--- src/hw/rtl/mnp_pkg.sv ---
// Package with the shared types, character codes and key lookup of the MML note parser.
`timescale 1ns / 1ps
`default_nettype none
package mnp_pkg;

  localparam int unsigned SYMBOL_W = 8;
  localparam int unsigned COUNT_W  = 16;
  localparam int unsigned LEN_W    = 4;
  localparam int unsigned OCT_W    = 4;
  localparam int unsigned KEY_W    = 6;
  localparam int unsigned IN_TDATA_W  = 8;
  localparam int unsigned OUT_TDATA_W = 48;

  localparam logic [SYMBOL_W-1:0] CH_L     = 8'h4C;
  localparam logic [SYMBOL_W-1:0] CH_O     = 8'h4F;
  localparam logic [SYMBOL_W-1:0] CH_LT    = 8'h3C;
  localparam logic [SYMBOL_W-1:0] CH_GT    = 8'h3E;
  localparam logic [SYMBOL_W-1:0] CH_A     = 8'h41;
  localparam logic [SYMBOL_W-1:0] CH_B     = 8'h42;
  localparam logic [SYMBOL_W-1:0] CH_C     = 8'h43;
  localparam logic [SYMBOL_W-1:0] CH_D     = 8'h44;
  localparam logic [SYMBOL_W-1:0] CH_E     = 8'h45;
  localparam logic [SYMBOL_W-1:0] CH_F     = 8'h46;
  localparam logic [SYMBOL_W-1:0] CH_G     = 8'h47;
  localparam logic [SYMBOL_W-1:0] CH_DIG1  = 8'h31;
  localparam logic [SYMBOL_W-1:0] CH_DIG2  = 8'h32;
  localparam logic [SYMBOL_W-1:0] CH_DIG4  = 8'h34;
  localparam logic [SYMBOL_W-1:0] CH_DIG8  = 8'h38;

  localparam logic [LEN_W-1:0]   LEN_HALF   = 4'd2;
  localparam logic [LEN_W-1:0]   LEN_RESET  = 4'd4;
  localparam logic [LEN_W-1:0]   LEN_EIGHTH = 4'd8;
  localparam logic [OCT_W-1:0]   OCT_RESET  = 4'd4;
  localparam logic [OCT_W-1:0]   OCT_MIN    = 4'd0;
  localparam logic [OCT_W-1:0]   OCT_MAX    = 4'd15;
  localparam logic [COUNT_W-1:0] COUNT_MAX  = 16'hFFFF;
  localparam logic [KEY_W:0]     KEY_STEP   = 7'd12;

  typedef struct packed {
    logic [SYMBOL_W-1:0] symbol;
    logic                track_start;
  } mnp_item_t;

  typedef struct packed {
    logic [KEY_W-1:0]   key_number;
    logic [LEN_W-1:0]   note_length;
    logic [COUNT_W-1:0] slot_index;
    logic [COUNT_W-1:0] note_seq;
  } mnp_note_t;

  function automatic logic [KEY_W:0] base_key(input logic [SYMBOL_W-1:0] ch);
    logic [KEY_W:0] b;
    b = '0;
    case (ch)
      CH_C:    b = 7'd13;
      CH_D:    b = 7'd15;
      CH_E:    b = 7'd17;
      CH_F:    b = 7'd18;
      CH_G:    b = 7'd20;
      CH_A:    b = 7'd22;
      CH_B:    b = 7'd24;
      default: b = '0;
    endcase
    return b;
  endfunction

  function automatic logic [KEY_W-1:0] key_for(input logic [OCT_W-1:0] oct,
                                               input logic [SYMBOL_W-1:0] ch);
    logic [KEY_W:0] b;
    logic [KEY_W:0] k;
    b = base_key(ch);
    case (oct)
      4'd3:    k = b - KEY_STEP;
      4'd4:    k = b;
      4'd5:    k = b + KEY_STEP;
      4'd6:    k = b + (KEY_STEP << 1);
      4'd7:    k = b + (KEY_STEP << 1) + KEY_STEP;
      default: k = '0;
    endcase
    return k[KEY_W-1:0];
  endfunction

endpackage
`default_nettype wire

--- src/hw/rtl/mml_note_parser_top.sv ---
// Top level of the MML note parser: input register, parser core and result register.
//
// The input channel takes one ASCII character of a track per request, with
// tuser set on the first character of a track to restart the parser state.
// Each note letter from A to G produces one result request carrying its
// running order, record slot, length divisor and piano key number; every
// other character only updates the parser state and produces nothing.
// A character is parsed while it sits in the input register, and its note is
// loaded into the result register when the parser takes it, which raises
// out_tvalid. One character is accepted every cycle unless a note character
// waits for the result register; the parser core updates its state per character.
// After reset the parser holds length 4, octave 4 and zero counts, and both
// channels are empty. When the receiver stalls, the result register holds
// its note; a non-note character still passes through, and a note character
// waits in the input register, which then holds back the input channel.
`timescale 1ns / 1ps
`default_nettype none
module mml_note_parser_top (
  input  wire logic        clk,
  input  wire logic        rst_n,
  input  wire logic        in_tvalid,
  output logic             in_tready,
  input  wire logic [7:0]  in_tdata,   // [7:0] symbol
  input  wire logic [0:0]  in_tuser,   // [0] track_start
  output logic             out_tvalid,
  input  wire logic        out_tready,
  output logic [47:0]      out_tdata   // [15:0] note_seq, [31:16] slot_index,
                                       // [35:32] note_length, [41:36] key_number
);
  import mnp_pkg::*;

  mnp_item_t in_item;
  mnp_item_t item;
  mnp_note_t note;
  mnp_note_t out_note;
  logic      item_valid;
  logic      take;
  logic      note_load;
  logic      slot_free;

  assign in_item.symbol      = in_tdata;
  assign in_item.track_start = in_tuser[0];

  mnp_in_stage u_in (
    .clk        (clk),
    .rst_n      (rst_n),
    .in_tvalid  (in_tvalid),
    .in_tready  (in_tready),
    .in_item    (in_item),
    .take       (take),
    .item_valid (item_valid),
    .item       (item)
  );

  mnp_core u_core (
    .clk        (clk),
    .rst_n      (rst_n),
    .item_valid (item_valid),
    .item       (item),
    .slot_free  (slot_free),
    .take       (take),
    .note_load  (note_load),
    .note       (note)
  );

  mnp_out_stage u_out (
    .clk        (clk),
    .rst_n      (rst_n),
    .note_load  (note_load),
    .note       (note),
    .slot_free  (slot_free),
    .out_tvalid (out_tvalid),
    .out_tready (out_tready),
    .out_note   (out_note)
  );

  assign out_tdata = {6'd0, out_note};

endmodule
`default_nettype wire

--- src/hw/rtl/mnp_in_stage.sv ---
// Input register that holds one accepted character request until the parser takes it.
`timescale 1ns / 1ps
`default_nettype none
module mnp_in_stage (
  input  wire logic               clk,
  input  wire logic               rst_n,
  input  wire logic               in_tvalid,
  output logic                    in_tready,
  input  wire mnp_pkg::mnp_item_t in_item,
  input  wire logic               take,
  output logic                    item_valid,
  output mnp_pkg::mnp_item_t      item
);
  import mnp_pkg::*;

  logic      valid_r;
  mnp_item_t item_r;

  assign in_tready  = !valid_r || take;
  assign item_valid = valid_r;
  assign item       = item_r;

  always_ff @(posedge clk) begin
    if (!rst_n) begin
      valid_r <= 1'b0;
    end else if (in_tvalid && in_tready) begin
      valid_r <= 1'b1;
    end else if (take) begin
      valid_r <= 1'b0;
    end
  end

  always_ff @(posedge clk) begin
    if (in_tvalid && in_tready) begin
      item_r <= in_item;
    end
  end

endmodule
`default_nettype wire

--- src/hw/rtl/mnp_core.sv ---
// Parser state and the per-character update that forms each note request.
`timescale 1ns / 1ps
`default_nettype none
module mnp_core (
  input  wire logic               clk,
  input  wire logic               rst_n,
  input  wire logic               item_valid,
  input  wire mnp_pkg::mnp_item_t item,
  input  wire logic               slot_free,
  output logic                    take,
  output logic                    note_load,
  output mnp_pkg::mnp_note_t      note
);
  import mnp_pkg::*;

  logic               await_len_r, await_len_nxt;
  logic               await_oct_r, await_oct_nxt;
  logic [LEN_W-1:0]   len_r, len_nxt;
  logic [OCT_W-1:0]   oct_r, oct_nxt;
  logic [COUNT_W-1:0] order_r, order_nxt;
  logic [COUNT_W-1:0] slot_r, slot_nxt;
  logic [COUNT_W-1:0] order_cur, slot_cur;
  logic [COUNT_W:0]   slot_sum;
  logic               is_note;
  logic [SYMBOL_W-1:0] ch;

  assign ch      = item.symbol;
  assign is_note = (ch >= CH_A) && (ch <= CH_G);
  assign take      = item_valid && (!is_note || slot_free);
  assign note_load = take && is_note;

  always_comb begin
    await_len_nxt = await_len_r;
    await_oct_nxt = await_oct_r;
    len_nxt       = len_r;
    oct_nxt       = oct_r;
    order_cur     = order_r;
    slot_cur      = slot_r;
    if (item.track_start) begin
      await_len_nxt = 1'b0;
      await_oct_nxt = 1'b0;
      len_nxt       = LEN_RESET;
      oct_nxt       = OCT_RESET;
      order_cur     = '0;
      slot_cur      = '0;
    end
    if (await_len_nxt) begin
      if (ch == CH_DIG2 || ch == CH_DIG4 || ch == CH_DIG8) begin
        len_nxt = ch[LEN_W-1:0];
      end
      await_len_nxt = 1'b0;
    end
    if (await_oct_nxt) begin
      if (ch >= CH_DIG1 && ch <= CH_DIG8) begin
        oct_nxt = ch[OCT_W-1:0];
      end
      await_oct_nxt = 1'b0;
    end
    order_nxt = order_cur;
    slot_nxt  = slot_cur;
    slot_sum  = {1'b0, slot_cur} + ((len_nxt == LEN_HALF) ? 17'd2 : 17'd1);
    if (ch == CH_L) begin
      await_len_nxt = 1'b1;
    end else if (ch == CH_O) begin
      await_oct_nxt = 1'b1;
    end else if (ch == CH_LT) begin
      if (oct_nxt != OCT_MIN) begin
        oct_nxt = oct_nxt - 4'd1;
      end
    end else if (ch == CH_GT) begin
      if (oct_nxt != OCT_MAX) begin
        oct_nxt = oct_nxt + 4'd1;
      end
    end else if (is_note) begin
      if (order_cur != COUNT_MAX) begin
        order_nxt = order_cur + 16'd1;
      end
      slot_nxt = slot_sum[COUNT_W] ? COUNT_MAX : slot_sum[COUNT_W-1:0];
    end
  end

  assign note.note_seq    = order_cur;
  assign note.slot_index  = slot_cur;
  assign note.note_length = len_nxt;
  assign note.key_number  = key_for(oct_nxt, ch);

  always_ff @(posedge clk) begin
    if (!rst_n) begin
      await_len_r <= 1'b0;
      await_oct_r <= 1'b0;
      len_r       <= LEN_RESET;
      oct_r       <= OCT_RESET;
      order_r     <= '0;
      slot_r      <= '0;
    end else if (take) begin
      await_len_r <= await_len_nxt;
      await_oct_r <= await_oct_nxt;
      len_r       <= len_nxt;
      oct_r       <= oct_nxt;
      order_r     <= order_nxt;
      slot_r      <= slot_nxt;
    end
  end

  a_len_legal: assert property (@(posedge clk) disable iff (!rst_n)
    (len_r == LEN_HALF) || (len_r == LEN_RESET) || (len_r == LEN_EIGHTH))
    else $error("note length register left the set of divisors");

  a_one_capture: assert property (@(posedge clk) disable iff (!rst_n)
    !(await_len_r && await_oct_r))
    else $error("length and octave capture armed together");

  a_order_monotonic: assert property (@(posedge clk) disable iff (!rst_n)
    (take && !item.track_start) |=> (order_r >= $past(order_r)))
    else $error("note order went backward without a track start");

  a_note_only_on_letter: assert property (@(posedge clk) disable iff (!rst_n)
    note_load |-> (note.note_seq == (item.track_start ? 16'd0 : order_r)))
    else $error("emitted order does not match the running count");

endmodule
`default_nettype wire

--- src/hw/rtl/mnp_out_stage.sv ---
// Result register that holds one note request until the receiver takes it.
`timescale 1ns / 1ps
`default_nettype none
module mnp_out_stage (
  input  wire logic               clk,
  input  wire logic               rst_n,
  input  wire logic               note_load,
  input  wire mnp_pkg::mnp_note_t note,
  output logic                    slot_free,
  output logic                    out_tvalid,
  input  wire logic               out_tready,
  output mnp_pkg::mnp_note_t      out_note
);
  import mnp_pkg::*;

  logic      valid_r;
  mnp_note_t note_r;

  assign slot_free  = !valid_r || out_tready;
  assign out_tvalid = valid_r;
  assign out_note   = note_r;

  always_ff @(posedge clk) begin
    if (!rst_n) begin
      valid_r <= 1'b0;
    end else if (note_load) begin
      valid_r <= 1'b1;
    end else if (out_tready) begin
      valid_r <= 1'b0;
    end
  end

  always_ff @(posedge clk) begin
    if (note_load) begin
      note_r <= note;
    end
  end

endmodule
`default_nettype wire

--- config.mk ---
export PLATFORM = sky130hd
export DESIGN_NAME = mml_note_parser_top
export DESIGN_NICKNAME = d
export VERILOG_FILES = /design/src/hw/rtl/mnp_pkg.sv /design/src/hw/rtl/mml_note_parser_top.sv /design/src/hw/rtl/mnp_in_stage.sv /design/src/hw/rtl/mnp_core.sv /design/src/hw/rtl/mnp_out_stage.sv
export SDC_FILE = /design/constraint.sdc
export NUM_CORES = 1
export LEC_CHECK = 0
export BUFFER_PORTS_ARGS = -buffer_cell sky130_fd_sc_hd__buf_2
export CORE_MARGIN = 5
export CORE_UTILIZATION = 55
export DETAILED_ROUTE_END_ITERATION = 8
export GPL_ROUTABILITY_DRIVEN = 0
export HOLD_SLACK_MARGIN = 0.06
export PLACE_DENSITY = 0.78
export RECOVER_POWER = 25
export SETUP_SLACK_MARGIN = 0.5
export SLEW_MARGIN = 15
export SYNTH_ARGS = -nofsm -noshare
export SYNTH_HDL_FRONTEND = slang
export SYNTH_HIERARCHICAL = 1
export SYNTH_SLANG_ARGS = --single-unit
--- constraint.sdc ---
create_clock -name clk -period 6.05 [get_ports clk]
set_clock_uncertainty 0.15 [all_clocks]
set_input_delay 0.605 -clock clk [delete_from_list [all_inputs] [get_ports clk]]
set_output_delay 0.605 -clock clk [all_outputs]
set_load 0.01 [all_outputs]
**Word level (Yosys, flattened, before mapping)**

Index checks and enable logic that the tools add are counted.

- Register bits after elaboration: 95
- Input port bits: 13
- Logic and storage cells: 102

- Add/sub/neg operators: 8
- Order comparisons: 4
- Equality and inequality tests: 22
- Muxes and demuxes: 38
- Reduce and logical (&&, ||, !) cells: 16

Operators by type and width:

| cell | count |
|---|---|
| $mux 16 | 14 |
| $eq 8x7->1 const B | 9 |
| $mux 4 | 12 |
| $eq 8x6->1 const B | 5 |
| $pmux 5 s7 | 1 |
| $pmux 6 s5 | 1 |
| $add 16x17->17 | 1 |
| $add 16x1->16 const B | 1 |
| $eq 4x3->1 const B | 4 |
| $ne 16x16->1 const B | 1 |
| $mux 1 | 9 |
| $eq 4x2->1 const B | 2 |
| $ge 8x6->1 const B | 1 |
| $ge 8x7->1 const B | 1 |
| $le 8x6->1 const B | 1 |
| $le 8x7->1 const B | 1 |
| $add 5x4->6 const B | 1 |
| $add 5x5->6 const B | 1 |
| $add 6x4->6 const B | 1 |
| $sub 5x4->6 const B | 1 |
| $logic_and 1x1->1 | 5 |
| $logic_or 1x1->1 | 5 |
| $add 4x1->4 const B | 1 |
| $ne 4x4->1 const B | 1 |
| other kinds (5) | 8 |

**Longest topological paths before layout**

- Depth in word-level cells: 14
- Gate-level depth with buffers: 19
- Depth with buffers taken out: 19

**Hierarchy**

The synthesis kept the hierarchy.

Modules (own cells, without submodules):

| module | instances | cells an instance | area each (um2) |
|---|---|---|---|
| mnp_core | 1 | 478 | 3418.3 |
| mnp_out_stage | 1 | 46 | 1310.0 |
| mnp_in_stage | 1 | 14 | 327.8 |
| mml_note_parser_top | 1 | 7 | 48.8 |

**Worst setup path after synthesis**

No wires, ideal clock.

- Path kind: reg-to-reg
- From: register u_in.item_r (netlist bit u_in/item[3])
- To: register u_core.slot_r[9]
- Library setup time: 0.059 ns
- Arrival time: 4.115 ns
- Path slack: 1.726 ns
- Cell stages (with the launch flop): 17
- Period minus slack after synthesis: 4.324 ns
- Cell sequence: edfxtp_1 clkbuf_1 nor2_1 a21oi_1 nor4b_2 mux2i_1 nor2_1 or4_1 fa_1 and4bb_2 nand2_1 nor4_1 and2_1 clkbuf_1 a21oi_1 o21ai_0 and2_1

RTL lines:

| item | line | source |
|---|---|---|
| start: declaration | mnp_in_stage.sv:17 | `mnp_item_t item_r;` |
| start signal: assignment | mnp_in_stage.sv:35 | `item_r <= in_item;` |
| end signal: assignment | mnp_core.sv:101 | `slot_r <= slot_nxt;` |
| end: declaration | mnp_core.sv:21 | `logic [COUNT_W-1:0] slot_r, slot_nxt;` |

==> impl_metrics.csv <==
group,metric,value,unit
run_status,status,"finished clean",
cts,clockBufferDepth,2,
cts,cts_sinks,95,
floorplan,die-area,11300,um^2
cells_and_area,antenna_cells,0,
cts,clock_latency,0.37,ns
logic_synthesis,avgSynthCellArea,9.37,um^2
drt,ant_nets,0,
pwr,pwr-share-comb,6.3,%
floorplan,die_x,106,um
drt,wl,11100,um
cells_and_area,most-common-layout-cells,"51 x edfxtp_1, 48 x nand2_1, 44 x dfxtp_1",
critical_path,worstSetupStartpointType,"flop",
sta,hold_violations,0,
placement,post-dp-hpwl,7460,um
logic_synthesis,ys_seq_area_share,47.3,%
pwr,power.leakage,1.88,nW
logic_synthesis,synth_area,5100,um^2
min_path,hp-class,"input pin to flop",
sta,fin_ws,0.938,ns
grt,antenna_found_initial,0,
grt,grt_pass1_wl,18400,um
critical_path,crit_required,6.17,ns
cells_and_area,layout_commonest_cell,"edfxtp_1",
sta,rsz0062_at_grt,"false",
drt,post_drt_wl_per_cell,15.8,um
placement,placed_area,5400,um^2
floorplan,coreArea,9150,um^2
placement,io_buffer_count,56,
sta,setup_viol,0,
sta,final.min_clock_period,5.11,ns
run,max_cap_viol_count,0,
cts,cts-root-buf,"clkbuf_8",
drt,drc,0,
grt,grt_max_degree,44,
logic_synthesis,synth_cell_type_count,74,
sta,hold_ws,0.261,ns
grt,grt.overflow.total,0,
logic_synthesis,async_reset_ff_share,0,%
cells_and_area,fin_util,60.8,%
critical_path,cp.arrival,5.23,ns
critical_path,critPathKind,"flop to flop",
cells_and_area,fin_area,5560,um^2
grt,grt_pass1_vias,3940,
critical_path,cp-end-kind,"flop",
drt,firstDrtPassIters,5,
floorplan,std_cell_rows,35,
pwr,intPower,0.865,mW
floorplan,start_util,55.8,%
cts,cts_tree,"built",
sta,slew_headroom,29.9,%
logic_synthesis,synth-edff-count,51,
pwr,peakVddDrop,0.115,mV
cells_and_area,nNetsFinal,607,
drt,drtIter0Drc,256,
cts,cts_hold_buf,0,
critical_path,path_max_fanout,17,
placement,pre_cts_ws,0.885,ns
drt,vias,4171,
cells_and_area,areaGrowthSynthToFinish,8.95,%
cells_and_area,multi_input_area,2500,um^2
floorplan,die_h,106,um
drt,via_per_inst,5.95,
logic_synthesis,ys.flop_type,"edfxtp_1",
floorplan,io_pins,63,
pwr,power.density,211,nW/um^2
sta,fmax,196,MHz
cts,cts_buffers,9,
sta,finalCritPeriodShare,84.5,%
cells_and_area,final.fill_count,751,
sta,fin_setup_tns,0,ns
grt,grtUsageTotal,19.9,%
logic_synthesis,yosys_warnings,6,
pwr,clkPwrFrac,34.2,%
logic_synthesis,synth-seq-cells,95,
cts,clkSlewWorstSetupHoldPaths,0.10,ns
cts,htree_levels,3,
pwr,seq_power_share,59.5,%
pwr,swShare,26.2,%
sta,worst_slew_pin_slew,1.05,ns
sta,maxSlewViolCount,0,
cells_and_area,drive_gt1_share,13.9,%
logic_synthesis,synth_cells,545,
cells_and_area,register_area,2410,um^2
pwr,p_sw,0.307,mW
power groups by stage:
stage	Clock (mW)	Sequential, mW	Combinational, mW
2_1_floorplan	0	0.705	0.0626
3_3_place_gp	0	0.710	0.0719
3_5_place_dp	0	0.711	0.0735
4_1_cts	0.408	0.696	0.0738
5_1_grt	0.439	0.699	0.0819
6_report	0.401	0.697	0.0742
critical path, cell delays in order, from the launching register on:
cell      delay (ns)
edfxtp_1        0.62
nand2b_1        0.31
a21oi_1         0.17
a21oi_1         0.07
nor4b_2         0.56
mux2i_1         0.24
nor2_1          0.09
or4_1           0.59
fa_1            0.44
and4bb_2        0.36
nand2_1         0.08
nor4_2          0.45
and2_1          0.44
or4_1           0.18
o21ai_1         0.05
a211oi_1        0.22
area by class of cell:
type                    count  area share, %
multi-input cells         406           45.0
clock inverters             7           1.10
well taps                 111           2.50
flip-flops and latches     95           43.4
repair buffers             59           4.86
clock buffers               9           2.23
inverters                  14          0.945
metal layers:
metal,global-route usage [%],share of wire [%],up-vias
li1,-,-,2025
met1,25.7,42,1929
met2,33.3,48,187
met3,3.22,7.0,30
met4,7.96,2.4,0
met5,0,0,-
cell families after synthesis:
logic type	after synthesis	share of synthesized area, %
buffers and inverters	49	4.36
and+or+nand+nor	254	28.0
AOI/OAI and AO/OA	113	13.7
muxes	6	1.20
other	1	0.0735
DFF	95	47.3
xor gates and xnor gates	18	3.09
adders and majority gates	9	2.35
timing repair:
item | in CTS | in global routing
gates resized for setup | 0 | 1
buffers inserted | 0 | 0
endpoints found under the setup margin | 0 | 3
registers in the layout, indices dropped and copies added, names as in the netlist:
register / flops
u_core/slot_r: 16
u_in/item_valid: 1
u_out/out_tvalid: 1
u_core/await_oct_r: 1
u_out/out_note: 42
u_core/order_r: 16
u_core/oct_r: 4
u_core/len_r: 4
u_core/await_len_r: 1
u_in/item: 9
through the flow:
step / power [mW] / cells
after floorplan: 0.767 / 550
after global placement: 0.782 / 685
after detailed placement: 0.785 / 685
after CTS: 1.18 / 701
after global routing: 1.22 / 701
final: 1.17 / 701
synthesized netlist by cell type, types with 2 or more instances:
cell / number / area (um^2)
and4_1: 3 / 26.3
a211oi_1: 2 / 15.0
and3b_1: 2 / 17.5
inv_1: 12 / 45.0
o211ai_1: 3 / 22.5
xnor2_1: 14 / 123
nor2_1: 43 / 161
edfxtp_1: 51 / 1530
o21ai_1: 3 / 15.0
xor2_1: 4 / 35.0
nand2b_4: 2 / 27.5
a32oi_1: 2 / 17.5
a21boi_2: 2 / 22.5
clkbuf_1: 20 / 75.1
and3_1: 9 / 56.3
a21oi_1: 39 / 195
nor2b_1: 40 / 250
nand3b_1: 3 / 22.5
a22oi_1: 2 / 15.0
nand2_1: 48 / 180
buf_4: 6 / 45.0
and2_1: 9 / 56.3
nand3_2: 3 / 30.0
a31oi_1: 6 / 37.5
mux2i_1: 5 / 50.1
buf_2: 7 / 35.0
nor3_1: 26 / 130
nand4_1: 9 / 56.3
and4bb_2: 2 / 25.0
and2_4: 2 / 17.5
nor3_2: 2 / 20.0
nor4b_1: 2 / 17.5
o21ai_0: 36 / 180
dfxtp_1: 44 / 881
or4_1: 4 / 30.0
nand3_1: 15 / 75.1
nor4_1: 5 / 31.3
or2_2: 4 / 25.0
or3_1: 2 / 12.5
o211a_1: 2 / 20.0
ha_1: 8 / 100
nor3b_1: 2 / 15.0
nand2b_1: 9 / 56.3
worst paths after layout:
path / start / end / slack (ns) / depth (start not counted)
worst max-delay path: u_in/item[2] / u_core/slot_r[15] / 0.94 / 15
worst max register to register: u_in/item[2] / u_core/slot_r[15] / 0.94 / 15
worst min register to register: u_core/slot_r[0] / u_core/slot_r[0] / 0.30 / 2
worst min-delay path: in_tdata[2] / u_in/item[3] / 0.26 / 1
No activity file was read; power rests on OpenSTA's default activity.
